### src/design/kce_pkg.sv
// Package for the keyframe curve evaluator: sizes, the sequencer state
// type and the Q16.16 saturation helper. No dependencies.
package kce_pkg;

  localparam int MAX_KEYS_DEF = 64;
  localparam int NUM_CH       = 3;
  localparam int FRAC_W       = 16;
  localparam int VAL_W        = 32;
  localparam int CNT_W        = 7;
  localparam int KIDX_W       = 6;

  localparam logic CMD_WRITE = 1'b0;
  localparam logic CMD_EVAL  = 1'b1;

  localparam logic [1:0] REG_COUNT_X = 2'd0;
  localparam logic [1:0] REG_COUNT_Y = 2'd1;
  localparam logic [1:0] REG_COUNT_Z = 2'd2;

  typedef enum logic [8:0] {
    S_IDLE  = 9'b000000001,
    S_START = 9'b000000010,
    S_FIRST = 9'b000000100,
    S_RD    = 9'b000001000,
    S_WALK  = 9'b000010000,
    S_DIV   = 9'b000100000,
    S_MUL   = 9'b001000000,
    S_ADV   = 9'b010000000,
    S_OUT   = 9'b100000000
  } state_t;

  function automatic logic signed [VAL_W-1:0] sat32(input logic signed [34:0] v);
    logic signed [34:0] hi;
    logic signed [34:0] lo;
    hi = 35'sh0_7FFF_FFFF;
    lo = -35'sh0_8000_0000;
    if (v > hi) begin
      sat32 = 32'sh7FFF_FFFF;
    end else if (v < lo) begin
      sat32 = 32'sh8000_0000;
    end else begin
      sat32 = v[VAL_W-1:0];
    end
  endfunction

endpackage

### src/design/kce_div.sv
// Restoring divider for the Q0.16 interpolation fraction, one bit a cycle.
// Depends on kce_pkg.
module kce_div
  import kce_pkg::*;
(
  input  logic              clk,
  input  logic              rst_n,
  input  logic              start,
  input  logic [VAL_W-1:0]  dividend,
  input  logic [VAL_W-1:0]  divisor,
  output logic              done,
  output logic [FRAC_W-1:0] quot
);

  logic [VAL_W-1:0]  rem_r, rem_nxt;
  logic [VAL_W-1:0]  den_r;
  logic [FRAC_W-1:0] q_r, q_nxt;
  logic [4:0]        cnt_r;
  logic              busy_r;
  logic [VAL_W:0]    shifted;

  always_comb begin
    shifted = {rem_r, 1'b0};
    if (shifted >= {1'b0, den_r}) begin
      rem_nxt = VAL_W'(shifted - {1'b0, den_r});
      q_nxt   = {q_r[FRAC_W-2:0], 1'b1};
    end else begin
      rem_nxt = shifted[VAL_W-1:0];
      q_nxt   = {q_r[FRAC_W-2:0], 1'b0};
    end
  end

  always_ff @(posedge clk) begin
    if (!rst_n) begin
      busy_r <= 1'b0;
      cnt_r  <= '0;
    end else if (start) begin
      busy_r <= 1'b1;
      cnt_r  <= '0;
    end else if (busy_r) begin
      cnt_r <= cnt_r + 5'd1;
      if (cnt_r == 5'(FRAC_W - 1)) begin
        busy_r <= 1'b0;
      end
    end
  end

  always_ff @(posedge clk) begin
    if (start) begin
      rem_r <= dividend;
      den_r <= divisor;
      q_r   <= '0;
    end else if (busy_r) begin
      rem_r <= rem_nxt;
      q_r   <= q_nxt;
    end
  end

  assign done = busy_r && (cnt_r == 5'(FRAC_W - 1));
  assign quot = q_nxt;

endmodule

### config.mk
export PLATFORM = sky130hd
export DESIGN_NAME = kce_div
export DESIGN_NICKNAME = d
export VERILOG_FILES = /design/src/design/kce_pkg.sv /design/src/design/kce_div.sv
export SDC_FILE = /design/constraint.sdc
export NUM_CORES = 1
export LEC_CHECK = 0
export ABC_AREA = 1
export BUFFER_PORTS_ARGS = -buffer_cell sky130_fd_sc_hd__buf_2
export CAP_MARGIN = 20
export CORE_ASPECT_RATIO = 0.75
export CORE_UTILIZATION = 55
export DETAILED_ROUTE_END_ITERATION = 6
export PLACE_DENSITY_LB_ADDON = 0.05
export SYNTH_ARGS = -nofsm -noshare
export SYNTH_HDL_FRONTEND = slang
export SYNTH_SLANG_ARGS = --single-unit
### constraint.sdc
create_clock -name clk -period 3.3 [get_ports clk]
set_clock_uncertainty 0.1 [all_clocks]
set_input_delay 0.33 -clock clk [delete_from_list [all_inputs] [get_ports clk]]
set_output_delay 0.33 -clock clk [all_outputs]
set_load 0.01 [all_outputs]
# After elaboration in Yosys (flattened, before gate mapping)
# Cells that the tools add are included.
[op_classes]
addsub = 2
mul = 0
n_div = 0
n_lt_le_gt_ge = 1
n_eq_ne = 1
shift = 0
muxes = 7
bitwise_logic = 1
reduce_logical = 3
[op_table]
columns = ["cell", "n"]
rows = [
  ["$mux 32", 3],
  ["$ge 33x32->1", 1],
  ["$sub 32x32->32", 1],
  ["$add 5x1->5 const B", 1],
  ["$eq 5x4->1 const B", 1],
  ["$mux 1", 4],
  ["$reduce_bool 2->1", 1],
  ["$reduce_or 2->1", 1],
  ["$logic_and 1x1->1", 1],
  ["$not 1->1", 1],
]
[word_totals]
register_bits = 85
latchBits = 0
ramBits = 0
romBits = 0
input_bits = 67
memories = 0

# Depth between registers and ports, before layout
[depth]
depth_word = 4
depth_mapped = 17
ltp_nobuf = 16

# Least setup slack after synthesis
# OpenSTA, ideal clock, no wires.
[synth_timing]
path_type = "reg-to-reg"
start = "reg busy_r"
end = "reg rem_r[0] (enable)"
setup_ns = 0.409
arrival_time_ns = 1.879
required_time_ns = 2.791
setup_slack_ns = 0.912
stages_incl_launch_ff = 5
cell_sequence = "dfxtp_1 clkbuf_1 nor2_1 inv_1 buf_1"
[synth_between]
elab_chain_len = 1
[synth_lines]
columns = ["item", "line_no", "rtl"]
rows = [
  ["start: declaration", "kce_div.sv:19", "logic busy_r;"],
  ["start signal: assignment", "kce_div.sv:35", "busy_r <= 1'b0;"],
  ["start signal: assignment", "kce_div.sv:38", "busy_r <= 1'b1;"],
  ["start signal: assignment", "kce_div.sv:43", "busy_r <= 1'b0;"],
  ["$reduce_bool 2->1 (no source line)", "--", ""],
  ["end signal: assignment", "kce_div.sv:50", "rem_r <= dividend;"],
  ["end signal: assignment", "kce_div.sv:54", "rem_r <= rem_nxt;"],
  ["end: declaration", "kce_div.sv:15", "logic [VAL_W-1:0] rem_r, rem_nxt;"],
]
# Every way passes these cells.
# A chain may end at the register's enable or synchronous reset.

# Worst setup path in the final report
[layout_timing]
start = "reg rem_r[11]"
end = "out quot[0]"
[layout_between]
elab_chain_len = 2
[layout_lines]
columns = ["item", "line_no", "rtl"]
rows = [
  ["$ge 33x32->1", "kce_div.sv:24", "if (shifted >= {1'b0, den_r}) begin"],
  ["$mux 1", "kce_div.sv:24", ""],
  ["end: declaration", "kce_div.sv:12", "output logic [FRAC_W-1:0] quot"],
]
# Every way passes these cells.

==> impl_metrics.env <==
export IMPL_status="completed"
export IMPL_setup_tns_ns=0
export IMPL_place_congestion=0.919
export IMPL_setup_viol_count_final=0
export IMPL_holdBufCountCts=0
export IMPL_yosysTopAreaCellShare=0.306
export IMPL_detail_route_antenna_nets=0
export IMPL_dp_worst_setup_slack_ns=0.528
export IMPL_drc=0
export IMPL_wl_per_cell_um=15.0
export IMPL_insertedDiodeCount=0
export IMPL_clock_fmax_mhz=325
export IMPL_reg2reg_from="rem_r[18]"
export IMPL_clock_latency_ns=0.35
export IMPL_min_period_over_period=0.933
export IMPL_grt_first_pass_wirelength_um=26700
export IMPL_overflow=0
export IMPL_grt_setup_unrepaired="no"
export IMPL_clk_path_buf_depth=2
export IMPL_die_width_um=125
export IMPL_cts_tree="built"
export IMPL_first_pass_iters=7
export IMPL_syn_inst=895
export IMPL_mostFrequentLayoutCell="nand2_1"
export IMPL_die_h_um=94.5
export IMPL_drt_total_wl_um=16900
export IMPL_cts_sinks=85
export IMPL_leakagePower_nw=3.79
export IMPL_syn2layout_area_growth_pct=13.3
export IMPL_num_rows=33
export IMPL_fin_crit_ns=3.08
export IMPL_syn_nets=997
export IMPL_root_buffer="clkbuf_16"
export IMPL_path_clk_slew_ns=0.08
export IMPL_multiInputGateArea_um2=3130
export IMPL_yosys_top_cells_area="edfxtp_1, nand2_1, inv_1, ha_1, dfxtp_1"
export IMPL_cp_arrival_ns=2.65
export IMPL_cts_buffers_inserted=9
export IMPL_yosysTopAreaCell="edfxtp_1"
export IMPL_final_cell_mix="nand2_1, inv_1, buf_2"
export IMPL_worst_pin_slew_ns=0.727
export IMPL_irDropWorstVdd_mv=0.320
export IMPL_start_util=0.569
export IMPL_reg2regPathDepth=10
export IMPL_final_core_util=0.645
export IMPL_io_pins=84
export IMPL_hold_viol=0
export IMPL_fin_nets=1078
export IMPL_worstSetupEndpointType="output port"
export IMPL_min_delay_start="divisor[0]"
export IMPL_antenna_found_initial=0
export IMPL_hold_depth=1
export IMPL_drv_slew=0
export IMPL_final_area_um2=7110
export IMPL_max_slew_margin=0.515
export IMPL_core_um2=11000
export IMPL_hold_class="in -> reg"
export IMPL_drtIter0Drc=532
export IMPL_grt_pass1_vias=5539
export IMPL_cts_resized=0
export IMPL_syn_avg_cell_area_um2=7.01
export IMPL_ys_types=38
export IMPL_htreeDepth=3
export IMPL_synth_area_um2=6280
export IMPL_die_area_um2=11800
export IMPL_dp_hpwl_um=12700
export IMPL_drive_gt1_frac=0.142
export IMPL_numPortBuffers=83
export IMPL_synth_warnings=0
export IMPL_crit_start="rem_r[11]"
export IMPL_drv_cap=0
export IMPL_powerDensity_nw_per_um2=609
export IMPL_postPlaceCellArea_um2=6790
export IMPL_ys_seq_area_frac=0.373
export IMPL_required_ns=2.87
export IMPL_vias=5844
export IMPL_routed_via_density=5.21
export IMPL_fillers=995
export IMPL_synth_seq_cells=85
export IMPL_regArea_um2=2340
export IMPL_cp_max_fo=34
export IMPL_criticalPathCategory="reg -> out"
export IMPL_start_kind="flop"
export IMPL_setup_ws_ns=0.222
export IMPL_grt_usage=0.289
export IMPL_grt_max_degree=66
==> synth_stat cells <==
cell type,count
nand3_2,7
nand4_1,8
nand2_4,1
nor2_2,7
nand3b_1,25
inv_2,7
nand2_2,7
buf_6,5
a21oi_1,22
clkinv_1,2
o21bai_1,2
a211oi_1,1
o21ai_0,7
a31oi_1,1
nor2_1,40
dfxtp_1,21
nand3_1,65
nand2_8,1
clkbuf_1,6
inv_1,176
a21oi_2,1
nor4_1,2
o22ai_1,13
xor2_1,1
xnor2_1,13
o21ai_1,1
o21a_1,4
buf_1,1
nand2_1,327
or2_2,1
nand3_4,1
nor2_8,1
and2_1,7
nor3_1,5
edfxtp_1,64
ha_1,34
fa_1,1
buf_2,7
==> metal layers <==
| layer | part of all wire | global-route usage | up-vias |
|---|---|---|---|
| met5 | 0 | 0 | - |
| met4 | 0.0083 | 0.0722 | 0 |
| met3 | 0.072 | 0.0504 | 14 |
| met2 | 0.43 | 0.463 | 227 |
| met1 | 0.49 | 0.406 | 2638 |
| li1 | - | - | 2965 |
==> timing repair <==
item	4_1_cts	5_1_grt
buffers inserted	0	0
setup endpoints to repair	0	1
hold endpoints to repair	0	0
==> metrics by stage <==
step,power (mW),hold WS [ns],cells
finish,4.33,0.0503,1121
global route,4.61,0.0362,1121
CTS,4.29,0.0426,1120
detailed placement,3.24,0.370,1104
global placement,3.20,0.340,1104
floorplan,2.79,0.329,895
==> final timing paths <==
kind | slack [ns] | endpoint
max reg2reg | 0.51 | rem_r[26]
max | 0.22 | quot[0]
min | 0.05 | den_r[0]
min reg2reg | 0.38 | q_r[14]
==> sequential cells by signal (all words and copies together), names as in the netlist <==
register / count
den_r: 32
cnt_r: 5
rem_r: 32
busy_r: 1
q_r: 15
==> cell families (layout without fill, tap and decap cells) <==
group                    after synthesis  in the layout  synth area share
AO/OA/AOI/OAI                         52             52            0.0476
XOR/XNOR                              14             14            0.0195
buffers and inverters                204            289             0.129
flip-flops                            85             85             0.373
AND/OR/NAND/NOR                      505            506             0.359
adder cells (fa/ha/maj)               35             35            0.0710
==> worst max-delay path, cell delays in order (launching register included) <==
cell      delay (ns)
edfxtp_1        0.42
ha_1            0.37
nand2_1         0.14
inv_1           0.05
nand2_1         0.06
nand3_1         0.13
nand2_1         0.09
nand2_1         0.07
inv_1           0.10
nand2_2         0.09
nand2_4         0.30
nand2_8         0.25
buf_2           0.22
==> power by group <==
group / leakage (nW) / switching [mW] / total [mW] / internal, mW
registers: 0.809 / 0.0667 / 1.38 / 1.31
logic: 2.83 / 1.23 / 1.90 / 0.666
clock network: 0.152 / 0.506 / 1.05 / 0.545
==> area by class of cell <==
class	count	share of cell area
Multi-Input combinational cell	607	0.441
Sequential cell	85	0.329
Inverter	185	0.0976
Timing Repair Buffer	88	0.0637
Clock buffer	9	0.0317
Tap cell	140	0.0246
Clock inverter	7	0.0125
(Power assumes the default switching activity.)
